--- src/tcs_pkg.sv ---
// Shared types, constants and per-stage helper functions for the touch calibration scaler.
package tcs_pkg;

	localparam int ADC_BITS = 12;
	localparam int PROD_BITS = 2 * ADC_BITS;
	localparam int DIV_STEPS = ADC_BITS;
	localparam int NUM_REGS = 7;
	localparam int REG_IDX_BITS = $clog2(NUM_REGS);
	localparam int IN_TDATA_BITS = ((3 * ADC_BITS + 7) / 8) * 8;
	localparam int OUT_TDATA_BITS = ((2 * ADC_BITS + 7) / 8) * 8;

	typedef logic [ADC_BITS-1:0] raw_t;

	typedef enum logic [REG_IDX_BITS-1:0] {
		REG_X_RAW_MIN       = 3'd0,
		REG_X_RAW_MAX       = 3'd1,
		REG_Y_RAW_MIN       = 3'd2,
		REG_Y_RAW_MAX       = 3'd3,
		REG_X_SPAN          = 3'd4,
		REG_Y_SPAN          = 3'd5,
		REG_PRESS_THRESHOLD = 3'd6
	} reg_idx_t;

	localparam raw_t X_RAW_MIN_RST = raw_t'(3610);
	localparam raw_t X_RAW_MAX_RST = raw_t'(330);
	localparam raw_t Y_RAW_MIN_RST = raw_t'(3640);
	localparam raw_t Y_RAW_MAX_RST = raw_t'(510);
	localparam raw_t X_SPAN_RST    = raw_t'(319);
	localparam raw_t Y_SPAN_RST    = raw_t'(239);
	localparam raw_t PRESS_THR_RST = raw_t'(10);

	// Axis after the clamp decode: offset from the calibration edge and its distance
	typedef struct packed {
		logic zero;
		raw_t span;
		raw_t delta;
		raw_t off;
	} axis_pre_t;

	// Axis inside the divider: remainder, and dividend bits shifting out as quotient bits shift in
	typedef struct packed {
		logic zero;
		logic sat;
		raw_t span;
		raw_t delta;
		raw_t rem;
		raw_t work;
	} axis_div_t;

	typedef struct packed {
		axis_pre_t x;
		axis_pre_t y;
		logic      touched;
	} pre_stage_t;

	typedef struct packed {
		axis_div_t x;
		axis_div_t y;
		logic      touched;
	} div_stage_t;

	// Decode the pair direction, the clamp at the near edge and the offset
	function automatic axis_pre_t axis_pre(input raw_t raw, input raw_t lo, input raw_t hi,
		input raw_t span);
		axis_pre_t p;
		logic      rising;
		rising  = lo < hi;
		p.span  = span;
		p.delta = rising ? hi - lo : lo - hi;
		p.zero  = rising ? (raw < lo) : (raw >= lo);
		p.off   = rising ? raw - lo : lo - raw;
		return p;
	endfunction

	// Form offset times span and load the divider
	function automatic axis_div_t axis_load(input axis_pre_t p);
		axis_div_t             d;
		logic [PROD_BITS-1:0] prod;
		prod    = {{ADC_BITS{1'b0}}, p.off} * {{ADC_BITS{1'b0}}, p.span};
		d.zero  = p.zero;
		d.sat   = p.off > p.delta;
		d.span  = p.span;
		d.delta = p.delta;
		d.rem   = prod[PROD_BITS-1:ADC_BITS];
		d.work  = prod[ADC_BITS-1:0];
		return d;
	endfunction

	// One restoring division step: one quotient bit
	function automatic axis_div_t div_step(input axis_div_t a);
		axis_div_t         r;
		logic [ADC_BITS:0] cand;
		logic [ADC_BITS:0] diff;
		logic              take;
		cand   = {a.rem, a.work[ADC_BITS-1]};
		diff   = cand - {1'b0, a.delta};
		take   = cand >= {1'b0, a.delta};
		r      = a;
		r.rem  = take ? diff[ADC_BITS-1:0] : cand[ADC_BITS-1:0];
		r.work = {a.work[ADC_BITS-2:0], take};
		return r;
	endfunction

	// Pick the clamped edge or the quotient
	function automatic raw_t axis_pos(input axis_div_t d);
		raw_t pos;
		if (d.zero) begin
			pos = '0;
		end else if (d.sat) begin
			pos = d.span;
		end else begin
			pos = d.work;
		end
		return pos;
	endfunction

endpackage

--- src/touch_calibration_scaler_core.sv ---
// Top level of the touch calibration scaler: pipelined clamp, multiply and divide per axis.
//
// Usage: raw touch samples enter on the s_ stream (X, Y and pressure conversions packed in
// s_tdata); one calibrated result leaves on the m_ stream for every sample, in order, with
// X and Y screen coordinates in m_tdata and the touch flag in m_tuser. Calibration registers
// are written through the cfg_ channel (cfg_index selects the register, cfg_data the value);
// cfg_ready is always high and an index beyond the register list is ignored. Write the
// registers only while no sample is in flight.
// Throughput: one sample per clock while m_tready is high. A sample passes through
// the front decode stage, the multiply stage, the twelve one-bit divider stages (one
// per quotient bit) and the output register on its way to m_tvalid.
// Reset: arst_n clears every valid bit and loads the calibration defaults (X 3610..330,
// Y 3640..510, spans 319 and 239, pressure threshold 10).
// Stall: when m_tready is low the result holds; each stage keeps filling while a bubble lies
// ahead of it, so s_tready falls only once every stage holds a sample.
module touch_calibration_scaler_core (
	input  logic                              clk,
	input  logic                              arst_n,
	// input samples
	input  logic                              s_tvalid,
	output logic                              s_tready,
	input  logic [tcs_pkg::IN_TDATA_BITS-1:0] s_tdata,  // raw_x, raw_y, raw_pressure, zero pad
	// calibrated results
	output logic                              m_tvalid,
	input  logic                              m_tready,
	output logic [tcs_pkg::OUT_TDATA_BITS-1:0] m_tdata, // x_pos, y_pos
	output logic                              m_tuser,  // touched
	// register writes
	input  logic                              cfg_valid,
	output logic                              cfg_ready,
	input  logic [tcs_pkg::REG_IDX_BITS-1:0]  cfg_index,
	input  logic [tcs_pkg::ADC_BITS-1:0]      cfg_data
);
	import tcs_pkg::*;

	raw_t x_raw_min_q;
	raw_t x_raw_max_q;
	raw_t y_raw_min_q;
	raw_t y_raw_max_q;
	raw_t x_span_q;
	raw_t y_span_q;
	raw_t press_thr_q;

	raw_t raw_x;
	raw_t raw_y;
	raw_t raw_pressure;

	logic       vld_s1;
	pre_stage_t dat_s1;
	logic       rdy_s1;
	logic       vld_s2;
	div_stage_t dat_s2;
	logic       rdy_s2;

	// element k is pipeline stage s(3+k), holding the state after k+1 quotient bits
	logic       div_vld_s3 [DIV_STEPS];
	div_stage_t div_s3     [DIV_STEPS];
	logic       div_rdy    [DIV_STEPS];

	logic       out_rdy;
	logic       m_tvalid_q;
	raw_t       x_pos_q;
	raw_t       y_pos_q;
	logic       touched_q;

	assign raw_x        = s_tdata[ADC_BITS-1:0];
	assign raw_y        = s_tdata[2*ADC_BITS-1:ADC_BITS];
	assign raw_pressure = s_tdata[3*ADC_BITS-1:2*ADC_BITS];

	assign cfg_ready = 1'b1;

	// Register writes
	always_ff @(posedge clk or negedge arst_n) begin
		if (!arst_n) begin
			x_raw_min_q <= X_RAW_MIN_RST;
			x_raw_max_q <= X_RAW_MAX_RST;
			y_raw_min_q <= Y_RAW_MIN_RST;
			y_raw_max_q <= Y_RAW_MAX_RST;
			x_span_q    <= X_SPAN_RST;
			y_span_q    <= Y_SPAN_RST;
			press_thr_q <= PRESS_THR_RST;
		end else if (cfg_valid) begin
			case (reg_idx_t'(cfg_index))
				REG_X_RAW_MIN:       x_raw_min_q <= cfg_data;
				REG_X_RAW_MAX:       x_raw_max_q <= cfg_data;
				REG_Y_RAW_MIN:       y_raw_min_q <= cfg_data;
				REG_Y_RAW_MAX:       y_raw_max_q <= cfg_data;
				REG_X_SPAN:          x_span_q    <= cfg_data;
				REG_Y_SPAN:          y_span_q    <= cfg_data;
				REG_PRESS_THRESHOLD: press_thr_q <= cfg_data;
				default: begin
				end
			endcase
		end
	end

	// Stage ready chain: a stage loads when it is empty or its content moves on
	always_comb begin
		out_rdy = !m_tvalid_q || m_tready;
		div_rdy[DIV_STEPS-1] = !div_vld_s3[DIV_STEPS-1] || out_rdy;
		for (int k = DIV_STEPS - 2; k >= 0; k--) begin
			div_rdy[k] = !div_vld_s3[k] || div_rdy[k+1];
		end
		rdy_s2 = !vld_s2 || div_rdy[0];
		rdy_s1 = !vld_s1 || rdy_s2;
	end

	assign s_tready = rdy_s1;

	// Advance valid bits
	always_ff @(posedge clk or negedge arst_n) begin
		if (!arst_n) begin
			vld_s1     <= 1'b0;
			vld_s2     <= 1'b0;
			m_tvalid_q <= 1'b0;
			for (int k = 0; k < DIV_STEPS; k++) begin
				div_vld_s3[k] <= 1'b0;
			end
		end else begin
			if (rdy_s1) begin
				vld_s1 <= s_tvalid;
			end
			if (rdy_s2) begin
				vld_s2 <= vld_s1;
			end
			if (div_rdy[0]) begin
				div_vld_s3[0] <= vld_s2;
			end
			for (int k = 1; k < DIV_STEPS; k++) begin
				if (div_rdy[k]) begin
					div_vld_s3[k] <= div_vld_s3[k-1];
				end
			end
			if (out_rdy) begin
				m_tvalid_q <= div_vld_s3[DIV_STEPS-1];
			end
		end
	end

	// Advance payload
	always_ff @(posedge clk) begin
		if (rdy_s1 && s_tvalid) begin
			dat_s1.x       <= axis_pre(raw_x, x_raw_min_q, x_raw_max_q, x_span_q);
			dat_s1.y       <= axis_pre(raw_y, y_raw_min_q, y_raw_max_q, y_span_q);
			dat_s1.touched <= raw_pressure > press_thr_q;
		end
		if (rdy_s2 && vld_s1) begin
			dat_s2.x       <= axis_load(dat_s1.x);
			dat_s2.y       <= axis_load(dat_s1.y);
			dat_s2.touched <= dat_s1.touched;
		end
		if (div_rdy[0] && vld_s2) begin
			div_s3[0].x       <= div_step(dat_s2.x);
			div_s3[0].y       <= div_step(dat_s2.y);
			div_s3[0].touched <= dat_s2.touched;
		end
		for (int k = 1; k < DIV_STEPS; k++) begin
			if (div_rdy[k] && div_vld_s3[k-1]) begin
				div_s3[k].x       <= div_step(div_s3[k-1].x);
				div_s3[k].y       <= div_step(div_s3[k-1].y);
				div_s3[k].touched <= div_s3[k-1].touched;
			end
		end
		if (out_rdy && div_vld_s3[DIV_STEPS-1]) begin
			x_pos_q   <= axis_pos(div_s3[DIV_STEPS-1].x);
			y_pos_q   <= axis_pos(div_s3[DIV_STEPS-1].y);
			touched_q <= div_s3[DIV_STEPS-1].touched;
		end
	end

	assign m_tvalid = m_tvalid_q;
	assign m_tdata  = OUT_TDATA_BITS'({y_pos_q, x_pos_q});
	assign m_tuser  = touched_q;

	// Input is refused only when the front, multiply, first and last divider and output stages hold a sample
	a_full_on_backpressure: assert property (@(posedge clk) disable iff (!arst_n)
		!s_tready |-> (vld_s1 && vld_s2 && div_vld_s3[0] && div_vld_s3[DIV_STEPS-1] && m_tvalid_q))
		else $error("input refused with a bubble in the pipeline");

	// A stalled front stage keeps its sample
	a_s1_hold: assert property (@(posedge clk) disable iff (!arst_n)
		(vld_s1 && !rdy_s2) |=> (vld_s1 && $stable(dat_s1)))
		else $error("front stage lost its sample under stall");

	// X remainder after the first divider stage stays below the divisor on the scaled path
	a_rem_bound: assert property (@(posedge clk) disable iff (!arst_n)
		(div_vld_s3[0] && !div_s3[0].x.zero && !div_s3[0].x.sat) |->
		(div_s3[0].x.rem < div_s3[0].x.delta))
		else $error("divider remainder out of range");

	// Y quotient never passes the span on the scaled path
	a_quot_bound: assert property (@(posedge clk) disable iff (!arst_n)
		(div_vld_s3[DIV_STEPS-1] && !div_s3[DIV_STEPS-1].y.zero
		&& !div_s3[DIV_STEPS-1].y.sat) |->
		(div_s3[DIV_STEPS-1].y.work <= div_s3[DIV_STEPS-1].y.span))
		else $error("scaled coordinate above span");

endmodule
--- config.mk ---
export PLATFORM = sky130hd
export DESIGN_NAME = touch_calibration_scaler_core
export DESIGN_NICKNAME = d
export VERILOG_FILES = /design/src/tcs_pkg.sv /design/src/touch_calibration_scaler_core.sv
export SDC_FILE = /design/constraint.sdc
export NUM_CORES = 2
export LEC_CHECK = 0
export ABC_AREA = 1
export BUFFER_PORTS_ARGS = -buffer_cell sky130_fd_sc_hd__buf_2
export CORE_UTILIZATION = 66
export CTS_CLUSTER_DIAMETER = 100
export CTS_CLUSTER_SIZE = 8
export DETAILED_ROUTE_END_ITERATION = 8
export PLACE_DENSITY = 0.83
export SLEW_MARGIN = 20
export SYNTH_ARGS = -nofsm -noshare
export SYNTH_HDL_FRONTEND = slang
export SYNTH_SLANG_ARGS = --single-unit
export TNS_END_PERCENT = 5
--- constraint.sdc ---
create_clock -name clk -period 16 [get_ports clk]
set_input_delay 0 -clock clk [delete_from_list [all_inputs] [get_ports clk]]
set_output_delay 0 -clock clk [all_outputs]
set_load 0.05 [all_outputs]
==> impl_metrics.csv <==
group,metric,value,unit
status,status,"finished, final reports clean",
drt,dr.first_iter.drc_count,3919,
floorplan,fp.dieArea,0.120,sq mm
finish,layout-drive-gt1-share,9.54,%
drt,num_vias,50698,
sta,period_needed,5.57,ns
drt,drt_first_pass_iters,7,
logic_synthesis,yosysTopAreaCellShare,52.4,%
setup_path,critPathMostFrequentCell,"fa_1",
clock_network,cts_num_sinks,1464,
floorplan,fp-row-count,125,
setup_path,regToRegEndpoint,"dat_s2[21]",
logic_synthesis,synth.yosys.seq_area_share,55.6,%
drt,topRoutingLayerUsed,"met4",
drt,wl_per_cell,18.6,microns
logic_synthesis,synth_top_area_cell,"edfxtp_1",
finish,fin_nets,8082,
place,place_inst,8517,
finish,finalInstanceArea,0.0862,sq mm
floorplan,die_h,346,microns
logic_synthesis,synth_area_leaders,"edfxtp_1 52%, ha_1 8.6%, nand2_1 6.6%, inv_1 6.5%, fa_1 5.9%",
drt,drc,0,
finish,n_antenna_cell,0,
sta,finalCritPeriodShare,34.8,%
sta,max_freq,180,MHz
drt,vias_per_cell,5.72,
logic_synthesis,synth_fp_nets,7843,
drt,wl_met1,60.8,mm
setup_path,reg2reg_from,"dat_s1[33]",
setup_path,critPathTopFamily,"adder cells",
setup_path,reg2reg_slack,10.43,ns
finish,fill_cells,7039,
setup_path,cp_slowest_cell,"edfxtp_1",
global_routing,grt_overflow,0,
finish,reg_top3,"div_s3: 1164 flops, dat_s2: 101 flops, dat_s1: 75 flops",
clock_network,insertion_delay,0.82,ns
setup_path,crit_type,"flop to flop",
drt,postRouteAntennaNets,0,
logic_synthesis,synth_cells,7013,
clock_network,cts_root_buf,"clkbuf_16",
setup_path,crit_path_start_kind,"flop",
clock_network,cts_tree,"built",
setup_path,reg2regPathDepth,17,
global_routing,grt_pass1_vias,53221,
floorplan,dieWidth,346,microns
place,gp_congestion,0.968,
place,pre_cts_slack,10.55,ns
setup_path,path_cells,"nand2_1 -> fa_1 -> fa_1 -> inv_1 -> ha_1 -> fa_1 -> inv_1 -> fa_1 -> inv_1 -> ha_1 -> nand2_1 -> nor3_1 -> nor2_1 -> o21ai_0 -> nand3_1 -> nand2_1 -> xor2_1",
clock_network,cts_resized,0,
sta,slew_headroom,32.9,%
setup_path,arrival,6.12,ns
place,post-dp-hpwl,108,mm
finish,area_delta_synth_final,10.2,%
hold_path,whs_path_depth,4,
hold_path,hold_path_class,"primary input to flop",
hold_path,min-delay-start,"s_tvalid",
clock_network,cts_buffer_depth,3,
logic_synthesis,ys_ff_latch,1464,
clock_network,cts_made_buffers,200,
place,place_area,0.0800,sq mm
place,port_buffers,82,
setup_path,required,16.55,ns
logic_synthesis,synth_edf_count,1365,
floorplan,start_util,67.0,%
setup_path,crit_buf_inv,3,
global_routing,grt_first_pass_wirelength,267,mm
sta,worst_pin_slew,1.00,ns
setup_path,cp_slowest_stage_delay,0.81,ns
logic_synthesis,synth_ff_type,"edfxtp_1",
floorplan,io_pins,88,
logic_synthesis,syn_avg_cell_area,11.2,sq um
global_routing,track_usage,27.9,%
sta,clock_skew,0.0495,ns
setup_path,worstPathMaxFanout,13,
sta,hold_viol,0,
setup_path,crit_path_end_kind,"flop",
sta,setup_slack,10.43,ns
global_routing,grt_start_max_net_pins,86,
logic_synthesis,ys_warn_count,0,
logic_synthesis,syn_area,0.0782,sq mm
sta,drv_slew,0,
logic_synthesis,async_flop_share,6.76,%
logic_synthesis,synth_cell_types,56,
sta,setup_viol,0,
finish,largest_reg_flops,1164,
finish,final_cells,8870,
flow_run,cap_viol_max_count,0,
global_routing,grt_antenna_before_repair,0,
sta,rsz0062_at_grt,"no",
hold_path,hold_path_end,"vld_s1",
finish,regMostFlops,"div_s3",
floorplan,core,0.117,sq mm
drt,wl,165,mm
clock_network,htree_levels,4,
clock_network,path_clk_slew,0.05,ns
drt,wl_met2,86.4,mm
drt,wl_met3,9.52,mm
sta,setup_tns,0,ns
==> worst max path at each step <==
stage,startpoint,end,slack [ns],cells after the start
after detailed placement,dat_s1[2],dat_s2[22],10.55,20
final,dat_s1[33],dat_s2[21],10.43,17
after global placement,dat_s1[1],dat_s2[22],10.56,20
after CTS,dat_s1[33],dat_s2[20],10.50,19
after floorplan,m_tvalid,div_s3[0][0],9.39,7
after global routing,dat_s1[1],dat_s2[22],10.21,20
==> layout make-up <==
type / count / area [sq um] / share of cell area [%]
Tap cell: 1524 / 1910 / 2.21
Inverter: 1350 / 5090 / 5.90
Clock inverter: 13 / 325 / 0.377
Sequential cell: 1464 / 43500 / 50.5
Multi-Input combinational cell: 4078 / 28900 / 33.5
Clock buffer: 283 / 5360 / 6.21
Timing Repair Buffer: 158 / 1150 / 1.33
==> synthesized netlist by cell type, drive strengths merged, types with 4 or more instances <==
master / n
inv: 1350
fa: 230
clkbuf: 68
dfstp: 40
nand3b: 22
o211ai: 13
nand2: 1389
o21ai: 466
a21oi: 297
a21o: 67
nand3: 243
ha: 540
a221oi: 28
nor2: 243
edfxtp: 1365
xor2: 186
xnor2: 88
dfrtp: 59
o21bai: 24
or2: 25
nand4: 123
mux2i: 4
a211oi: 4
o31ai: 5
a31oi: 30
nor3: 36
buf: 53
==> metrics by stage <==
stage	hold slack (ns)	util (%)
global route	0.0336	73.8
global placement	0.0226	68.4
CTS	0.00257	73.8
floorplan	-0.296	-
finish	0.0484	73.8
detailed placement	0.0334	68.4
==> tightest hold or removal path, stage by stage <==
cell and delay (ns):
dlygate4sd3_1 0.52, buf_2 0.17, inv_1 0.06, nand2_1 0.06
==> cell families (layout without fill, tap and decap cells) <==
| logic type | Yosys count | count (layout) | share of synthesized area [%] |
|---|---|---|---|
| compound gates | 943 | 943 | 7.92 |
| xor+xnor | 274 | 274 | 3.08 |
| other cells | 1 | 1 | 0.00479 |
| flops | 1464 | 1464 | 55.6 |
| buf+inv | 1471 | 1804 | 7.51 |
| mux | 4 | 4 | 0.0512 |
| fa+ha+maj | 770 | 770 | 14.5 |
| simple gates | 2086 | 2086 | 11.3 |
==> layout by cell type, fill, tap and decap left out, drive strengths merged, types with 25 or more instances in the layout <==
| cell type | instances |
|---|---|
| nand3 | 243 |
| or2 | 25 |
| inv | 1350 |
| o21ai | 466 |
| xor2 | 186 |
| clkbuf | 283 |
| dfrtp | 59 |
| ha | 540 |
| a21oi | 297 |
| fa | 230 |
| a221oi | 28 |
| nor2 | 243 |
| a21o | 67 |
| dfstp | 40 |
| buf | 103 |
| dlygate4sd3 | 55 |
| xnor2 | 88 |
| nand4 | 123 |
| nor3 | 36 |
| nand2 | 1389 |
| a31oi | 30 |
| edfxtp | 1365 |
==> per-layer routing <==
metal  global-route usage [%]  vias to the layer above
li1                         -                    23805
met1                     31.7                    24190
met2                     50.8                     2098
met3                     4.44                      605
met4                     13.8                        0
met5                        0                        -
==> what timing repair did <==
action,in CTS,in global routing
setup endpoints to repair,0,0
hold buffers,56,0
hold endpoints to repair,272,0
setup buffers,0,0
Power is not shown: default switching activity piles up to over one toggle a cycle in this logic, so the estimate is an artifact.
